==> src/rtl/deq_pkg.sv <==
// shared types, constants and the ring index helper for the double-ended queue
// no dependencies
`default_nettype none

package deq_pkg;

   localparam int CAPACITY = 256;
   localparam int DATA_W   = 32;
   localparam int POS_W    = 8;
   localparam int ADDR_W   = $clog2(CAPACITY);
   localparam int CNT_W    = $clog2(CAPACITY + 1);
   localparam int CMP_W    = (CNT_W > POS_W) ? CNT_W : POS_W;
   localparam int OPC_W    = 3;
   localparam int STS_W    = 2;
   localparam int OUT_CNT_W = 9;

   typedef enum logic [OPC_W-1:0] {
      OP_PUSH_FRONT = 3'd0,
      OP_PUSH_REAR  = 3'd1,
      OP_READ_INDEX = 3'd2,
      OP_READ_FRONT = 3'd3,
      OP_READ_BACK  = 3'd4
   } opcode_type;

   typedef enum logic [STS_W-1:0] {
      STS_OK    = 2'd0,
      STS_RANGE = 2'd1,
      STS_FULL  = 2'd2
   } status_type;

   typedef enum logic [1:0] {
      ST_IDLE,
      ST_LOAD,
      ST_HOLD
   } state_type;

   typedef struct packed {
      logic accept;
      logic load;
   } dp_cmd_type;

   // (base + off) wrapped into the ring; the wrap is exact only while off does not exceed CAPACITY
   function automatic logic [ADDR_W-1:0] ring_add(input logic [ADDR_W-1:0] base,
                                                  input logic [CNT_W-1:0]  off);
      logic [CNT_W:0] sum;
      sum = (CNT_W+1)'(base) + (CNT_W+1)'(off);
      if (sum >= (CNT_W+1)'(CAPACITY)) begin
         sum = sum - (CNT_W+1)'(CAPACITY);
      end
      return sum[ADDR_W-1:0];
   endfunction

endpackage

`default_nettype wire

==> src/rtl/deq_ctrl.sv <==
// handshake sequencer for the double-ended queue
// depends on deq_pkg
`default_nettype none

module deq_ctrl (
   input  wire logic                clock,
   input  wire logic                reset,
   input  wire logic                req_tvalid,
   output logic                     req_tready,
   output logic                     rsp_tvalid,
   input  wire logic                rsp_tready,
   output deq_pkg::dp_cmd_type      cmd
);

   import deq_pkg::*;

   state_type state_ff;
   state_type state_in;

   always_ff @(posedge clock) begin
      if (reset) begin
         state_ff <= ST_IDLE;
      end else begin
         state_ff <= state_in;
      end
   end

   always_comb begin
      state_in = state_ff;
      unique case (state_ff)
         ST_IDLE: begin
            if (req_tvalid) begin
               state_in = ST_LOAD;
            end
         end
         ST_LOAD: begin
            state_in = ST_HOLD;
         end
         ST_HOLD: begin
            if (rsp_tready) begin
               state_in = req_tvalid ? ST_LOAD : ST_IDLE;
            end
         end
         default: begin
            state_in = ST_IDLE;
         end
      endcase
   end

   always_comb begin
      req_tready = 1'b0;
      rsp_tvalid = 1'b0;
      cmd.load   = 1'b0;
      unique case (state_ff)
         ST_IDLE: begin
            req_tready = 1'b1;
         end
         ST_LOAD: begin
            cmd.load = 1'b1;
         end
         ST_HOLD: begin
            rsp_tvalid = 1'b1;
            // a new beat may enter as the result leaves
            req_tready = rsp_tready;
         end
         default: begin
            req_tready = 1'b0;
         end
      endcase
      cmd.accept = req_tvalid & req_tready;
   end

endmodule

`default_nettype wire

==> config.mk <==
export PLATFORM = sky130hd
export DESIGN_NAME = deq_ctrl
export DESIGN_NICKNAME = d
export VERILOG_FILES = /design/src/rtl/deq_pkg.sv /design/src/rtl/deq_ctrl.sv
export SDC_FILE = /design/constraint.sdc
export NUM_CORES = 1
export LEC_CHECK = 0
export BUFFER_PORTS_ARGS = -buffer_cell sky130_fd_sc_hd__buf_2
export CAP_MARGIN = 5
export CELL_PAD_IN_SITES_DETAIL_PLACEMENT = 0
export CELL_PAD_IN_SITES_GLOBAL_PLACEMENT = 2
export CORE_AREA = 2 2 39 41
export DETAILED_ROUTE_END_ITERATION = 8
export DIE_AREA = 0 0 41 43
export GPL_ROUTABILITY_DRIVEN = 0
export PLACE_DENSITY = 0.46
export SLEW_MARGIN = 30
export SYNTH_ARGS = -nofsm -noshare
export SYNTH_HDL_FRONTEND = slang
export SYNTH_SLANG_ARGS = --single-unit
==> constraint.sdc <==
create_clock -name clock -period 1.05 [get_ports clock]
set_input_delay 0.0525 -clock clock [delete_from_list [all_inputs] [get_ports clock]]
set_output_delay 0.0525 -clock clock [all_outputs]
set_load 0.01 [all_outputs]
== Word-level counts from Yosys, hierarchy flattened ==
Index checks and enable logic that the tools add are counted.
Storage, ports and cells
  output and inout bits: 4
  register bits: 2
  input port bits: 4
  word-level logic and storage cells: 15
Operators by class
  eq/ne operators: 4
  bitwise logic cells: 1
  reduce and logical (&&, ||, !) cells: 2
  muxes and demuxes: 7
Operators with widths (count)
  one-hot mux 2 bit (3 select lines): 1
  two-way mux 2 bit: 2
  != test 2 bit, second input constant: 2
  two-way mux 1 bit: 3
  == test 2 x 1 -> 1 bit, second input constant: 1
  == test 2 bit, second input constant: 1
  logical NOT 2 bit: 1
  one-hot mux 1 bit (2 select lines): 1
  AND reduction 2 bit: 1
  AND 1 bit: 1

== Depth between registers and ports, before layout ==
Gate-level depths: netlist of the first run.
  depth in word-level cells: 3
  depth in mapped cells: 2

== Worst setup path before layout of the first run ==
OpenSTA, ideal clock, no wires.
  path type: register to register
  start point: reg state_ff[0]
  end point: reg state_ff[1]
  data required time: 933 ps
  arrival: 707 ps
  setup slack: 226 ps
  stages on the path, launching flop included: 3
  period minus slack after synthesis: 824 ps
  path buffers: 0
  cells stage by stage: dfxtp_1 -> and2b_4 -> a22o_1
RTL lines
  start: declaration: line deq_ctrl.sv:17  | state_type state_ff;
  start signal: assignment: line deq_ctrl.sv:24  | state_ff <= state_in;
  == test 2 bit, or another cell as far along: line deq_ctrl.sv:30  | unique case (state_ff)
  one-hot mux 2 bit (3 select lines) (*): line deq_ctrl.sv:30
  net state_in[1]: line deq_ctrl.sv:18  | state_type state_in;
The timed path passes the listed nets; every way through them passes the cells marked *.
A chain may end at the register's enable or synchronous reset.

==> results of run 1 <==
## area by class of cell
class / instances / area [um^2]
Fill cell: 157 / 1186
Multi-Input combinational cell: 8 / 73.82
Sequential cell: 2 / 42.54
Timing Repair Buffer: 7 / 35.03
Clock buffer: 3 / 22.52
Tap cell: 16 / 20.02
Inverter: 1 / 3.754
## per-layer routing
layer | wire (um) | part of all wire (%)
met1 | 146 | 45
met2 | 102 | 31
met3 | 72 | 22
met4 | 5 | 1.5
met5 | 0 | 0
## cells in the final DEF, fill, tap and decap left out
| master | synthesis | routed |
|---|---|---|
| a22o_1 | 1 | 1 |
| and2b_4 | 1 | 1 |
| buf_2 | 0 | 7 |
| clkbuf_4 | 0 | 3 |
| dfxtp_2 | 0 | 2 |
| inv_1 | 1 | 1 |
| nor2_1 | 2 | 2 |
| nor2b_1 | 2 | 1 |
| nor2b_4 | 0 | 1 |
| nor3b_2 | 0 | 1 |
| nor4b_2 | 1 | 1 |
## logic make-up after synthesis
group / count (synthesis) / share of synthesized area, %
AND/OR/NAND/NOR: 7 / 46.67
buffers and inverters: 2 / 9.999
AO/OA/AOI/OAI: 1 / 7.779
flip-flops: 2 / 35.56
## how the worst min path moves through the flow
stage | start | endpoint | slack, ns
floorplan | reset | state_ff[0] | 0.13
global placement | reset | state_ff[0] | 0.26
detailed placement | reset | state_ff[0] | 0.26
CTS | reset | state_ff[0] | 0.02
global route | reset | state_ff[0] | 0.03
finish | reset | state_ff[0] | 0.03
## stage by stage
step | setup slack (ns) | hold slack [ns] | std cells | total power [mW] | util [%]
6_report | 0.03384 | 0.02748 | 37 | 0.3041 | 14.29
3_3_place_gp | 0.1861 | 0.2567 | 34 | 0.1293 | 11.57
3_5_place_dp | 0.1575 | 0.2633 | 34 | 0.1306 | 11.57
4_1_cts | 0.01790 | 0.02221 | 37 | 0.3173 | 14.10
2_1_floorplan | 0.2263 | 0.1267 | 12 | 0.1139 | -
5_1_grt | -0.02062 | 0.02730 | 37 | 0.3360 | 14.29
## power groups by stage
stage               Clock [mW]  Combinational, mW  Sequential [mW]
global route             0.195             0.0530           0.0885
finish                   0.169             0.0476           0.0877
floorplan                    0             0.0278           0.0861
global placement             0             0.0426           0.0867
CTS                      0.183             0.0477           0.0866
detailed placement           0             0.0436           0.0870
## critical path, delay by kind of cell (launching register included)
family / cells / cell delay, ns
buffers and inverters: 1 / 0.15
AND/OR/NAND/NOR: 2 / 0.28
flip-flops: 1 / 0.31
## repair_timing
action,in CTS,in global routing
hold buffers,0,0
buffers inserted,0,0
resized for setup,3,2
endpoints found under the setup margin,2,3
==> results by group, run 1 <==
Global routing
  – Met1 usage: 5.449%
  – GRT Util Overall: 5.617%
  – Largest net degree at the start of global routing: 7
  – Grt total ovfl: 0
  – Vias in the first global route: 125
  – Met2 usage: 4.375%
  – First-pass GRT wire length: 531 um
  – GRT Max-Usage Layer: met3
  – Initial antenna violation count: 0
  – Met3 GRT Util: 8.377%

Synth
  – Syn_nets: 16
  – Seq cells post-synth: 2
  – Post-synth EDFFs: 0
  – Yosys cell types: 9
  – Cells after Synth: 12
  – Syn avg cell area: 9.384 um^2
  – Sequential element share of the synthesized area: 35.56%
  – Largest cells by area after synthesis: dfxtp_1, nor4b_2, nor2b_1
  – Post-synth top area cell: dfxtp_1
  – Warnings, synthesis: 0
  – Commonest cells post-synth: dfxtp_1, nor2_1, nor2b_1
  – Top cell type's share of synthesized area: 35.56%
  – Main synth FF type: dfxtp_1
  – Async SR Flop Fraction: 0%
  – Post-Syn Area: 112.6 um^2

Floorplan
  – Die Height: 43 um
  – Top-Level Pins: 8
  – Row count: 14
  – Core Footprint: 1384 um^2
  – Die Wd: 41 um
  – Effective utilization at floorplan: 8.137%
  – Die ar.: 1763 um^2

Power and ir drop
  – Logic gate share of total power: 15.6%
  – Max VDD drop: 0.0004418 V
  – Clock network fraction of total power: 55.5%
  – Leakage power: 0.09170 nW
  – Internal power: 0.2347 mW
  – Sequential share of power: 28.9%
  – Switching share of power: 22.84%
  – NetSw: 0.06944 mW
  – Cell Pwr Density: 1538 nW/um^2

Routing
  – DR vias: 120
  – Detailed Routing Iterations Pass 1: 3
  – Detailed Route WL: 326 um
  – DRC: 0
  – Detail Route Antenna Nets: 0
  – Drt initial violations: 7
  – Mean number of vias per cell: 3.243
  – Routed WL per cell: 8.811 um

Placed design
  – Placed Area: 160.2 um^2
  – IO Port Bufs: 7

Worst setup path
  – CP endpoint: cmd[1]
  – CP max FO: 4
  – WS Path Type: flip-flop to output pin
  – Crit path largest cell delay: 0.31 ns
  – Worst-path cell chain: nor2b_4 -> nor3b_2 -> buf_2
  – Worst R2R Path Depth: 2
  – R2R setup slack: 0.20 ns
  – Crit path launch type: flip-flop
  – CP Capture Type: output pin
  – FF-to-FF Start: state_ff[0]
  – Critical Path AT: 0.96 ns
  – Worst endpoint required time: 1.00 ns
  – Crit path launch: state_ff[1]
  – Reg-to-Reg End: state_ff[1]
  – CP max-delay cell: dfxtp_2

Layout
  – Share of cells above drive strength 1: 76.19%
  – Max reg flops: 2
  – Diode count: 0
  – Largest Register: state_ff
  – Final Cell Area: 197.7 um^2
  – Largest regs: state_ff: 2 flops
  – Final #Nets: 27
  – Synthesis-to-finish area growth: 75.56%

Timing
  – Clock Skew: 0.0009462 ns
  – RSZ-0062 raised after global routing: yes
  – Slew at the pin closest to its max-slew limit: 0.1816 ns
  – Final hold vios: 0
  – Tmin final: 1.016 ns
  – Fin crit share: 96.78%
  – Final setup fails: 0
  – TNS Setup: 0 ns
  – Slew HR: 87.86%
  – Fmax achieved: 984.1 MHz
  – Slew Viols, Final: 0

Status
  – Status: completed

Min path
  – Min-delay worst type: input port to flip-flop
  – Hold Crit Depth: 2

Clocking
  – Total CTS buffers: 3
  – Clock insertion delay at the later pin of the skew report: 0.22 ns
  – Clock Tree Buf Depth: 2
  – Clk pin slew, worst setup/hold paths: 0.03 ns
  – Clock root buffer: clkbuf_4
  – TritonCTS clock tree: yes
  – CTS sink count: 2
  – H-tree Lvls: 1

Job
  – Max Cap Violations: 0
(Power assumes the default switching activity.)
==> inputs of run 2 (changes only) <==
--- a/config.mk
+++ b/config.mk
@@ -10,9 +10,11 @@
 export CELL_PAD_IN_SITES_DETAIL_PLACEMENT = 0
 export CELL_PAD_IN_SITES_GLOBAL_PLACEMENT = 2
 export CORE_AREA = 2 2 39 41
+export CTS_BUF_LIST = sky130_fd_sc_hd__clkbuf_8
 export DETAILED_ROUTE_END_ITERATION = 8
 export DIE_AREA = 0 0 41 43
 export GPL_ROUTABILITY_DRIVEN = 0
+export MAX_ROUTING_LAYER = met4
 export PLACE_DENSITY = 0.46
 export SLEW_MARGIN = 30
 export SYNTH_ARGS = -nofsm -noshare
==> results by group, run 2 (synthesis gave the netlist of run 1 again) <==
Timing
  – Fin crit share: 95.26% (-1.5 points)
  – Slew HR: 87.86% (unchanged)
  – Slew Viols, Final: 0 (unchanged)
  – Clock Skew: 0.001519 ns (+0.0005724 ns)
  – Final setup fails: 0 (unchanged)
  – Final WS setup: 0.04977 ns (+0.01593 ns)
  – Slew at the pin closest to its max-slew limit: 0.1816 ns (unchanged)
  – Tmin final: 1.000 ns (-0.01593 ns)
  – Fmax achieved: 999.8 MHz (+1.6%)
  – Hold Worst Slack: 0.04346 ns (+0.01598 ns)
  – RSZ-0062 raised after global routing: no
  – Final hold vios: 0 (unchanged)
  – TNS Setup: 0 ns (unchanged)

Global routing
  – Grt total ovfl: 0 (unchanged)
  – Initial antenna violation count: 0 (unchanged)
  – First-pass GRT wire length: 503 um (-5.3%)
  – Largest net degree at the start of global routing: 7 (unchanged)
  – GRT Util Overall: 5.550% (-0.067 points)
  – Vias in the first global route: 125 (unchanged)

Placed design
  – Number of instances in the placed design: 34 (unchanged)
  – Pre-CTS WS: 0.1575 ns (unchanged)
  – IO Port Bufs: 7 (unchanged)
  – Placed Area: 160.2 um^2 (unchanged)

Layout
  – Final Cell Area: 216.5 um^2 (+9.5%)
  – Share of cells above drive strength 1: 76.19% (unchanged)
  – Largest Register: state_ff
  – Filler cell count: 155 (-1.3%)
  – Footprint of the multi-input gates: 73.82 um^2 (unchanged)
  – Max reg flops: 2 (unchanged)
  – Non-filler cells in the finished layout: 37 (unchanged)
  – Final core utilization: 15.64% (+1.4 points)
  – Final #Nets: 27 (unchanged)
  – Synthesis-to-finish area growth: 92.22%
  – Commonest non-fill, non-tap cells in the layout: buf_2, clkbuf_8, nor2_1, dfxtp_2
  – Commonest non-fill, non-tap cell in the layout: buf_2
  – Largest regs: state_ff: 2 flops
  – Diode count: 0 (unchanged)
  – Register area: 42.54 um^2 (unchanged)

Routing
  – Drt initial violations: 6 (-1)
  – Detailed Route WL: 327 um (+0.31%)
  – DRC: 0 (unchanged)
  – DR vias: 122 (+1.7%)
  – Routed WL per cell: 8.838 um (+0.31%)
  – Detail Route Antenna Nets: 0 (unchanged)
  – Mean number of vias per cell: 3.297 (+1.7%)
  – Detailed Routing Iterations Pass 1: 3 (unchanged)

Clocking
  – Clock insertion delay at the later pin of the skew report: 0.21 ns (about the same)
  – TritonCTS clock tree: yes
  – H-tree Lvls: 1 (unchanged)
  – Setup bufs post-CTS: 0 (unchanged)
  – Clock Tree Buf Depth: 2 (unchanged)
  – CTS sink count: 2 (unchanged)
  – Clock root buffer: clkbuf_8
  – Total CTS buffers: 3 (unchanged)
  – Clk pin slew, worst setup/hold paths: 0.03 ns (about the same)

Power and ir drop
  – Max VDD drop: 0.0007200 V (+63%)
  – Cell Pwr Density: 1998 nW/um^2 (+30%)
  – Leakage power: 0.09947 nW (+8.5%)
  – Design Power: 0.4324 mW (+42%)

Floorplan
  – Die ar.: 1763 um^2 (unchanged)
  – Core Footprint: 1384 um^2 (unchanged)
  – Die Height: 43 um (unchanged)
  – Row count: 14 (unchanged)
  – Effective utilization at floorplan: 8.137% (unchanged)
  – Die Wd: 41 um (unchanged)
  – Top-Level Pins: 8 (unchanged)

Min path
  – Min-delay worst type: input port to flip-flop

Worst setup path
  – CP max FO: 4 (unchanged)
  – Worst endpoint required time: 1.00 ns (about the same)
  – Critical Path AT: 0.95 ns (about the same)
  – CP Capture Type: output pin
  – Crit path launch type: flip-flop
  – WS Path Type: flip-flop to output pin

Status
  – Status: completed

Job
  – Max Cap Violations: 0 (unchanged)
-- run 2: cell counts in the layout (fill, tap and decap cells not counted) --
No cell type changed its count.
-- run 2: layout make-up --
class,instances,share of cell area (%)
Tap cell,16,9.249
Clock buffer,3,19.08
Sequential cell,2,19.65
Timing Repair Buffer,7,16.18
Multi-Input combinational cell,8,34.10
Inverter,1,1.734
-- run 2: path summary, 6_finish.rpt --
check | startpoint | to | slack, ns | cells past startpoint
hold reg to reg | state_ff[0] | state_ff[0] | 0.48 | 1
hold / removal | reset | state_ff[0] | 0.04 | 2
setup reg to reg | state_ff[0] | state_ff[1] | 0.20 | 2
setup / recovery | state_ff[1] | cmd[1] | 0.05 | 3
-- run 2: repair_timing --
action / 4_1_cts / 5_1_grt
endpoints found under the setup margin: 2 / 3
gates resized for setup: 2 / 3
pin swaps: 0 / 0
hold buffers: 0 / 0
-- run 2: metal layers --
| metal | part of all wire (%) | routed length [um] | GRT usage (%) |
|---|---|---|---|
| met2 | 33 | 108 | 4.375 |
| met4 | 0 | 0 | 6.000 |
| met5 | 0 | 0 | - |
| met1 | 43 | 141 | 5.128 |
| met3 | 24 | 77 | 7.853 |
-- run 2: report_power, final --
| group | total (mW) | leakage (nW) | switching, mW | internal [mW] |
|---|---|---|---|---|
| registers | 0.0878 | 0.0172 | 0.00548 | 0.0823 |
| logic | 0.0476 | 0.0607 | 0.0212 | 0.0264 |
| clock network | 0.297 | 0.0216 | 0.0551 | 0.242 |
| total | 0.432 | 0.0995 | 0.0818 | 0.351 |
-- run 2: critical path, cell delays in order (launching register included) --
cell	delay, ns
dfxtp_2	0.31
nor2b_4	0.13
nor3b_2	0.15
buf_2	0.15
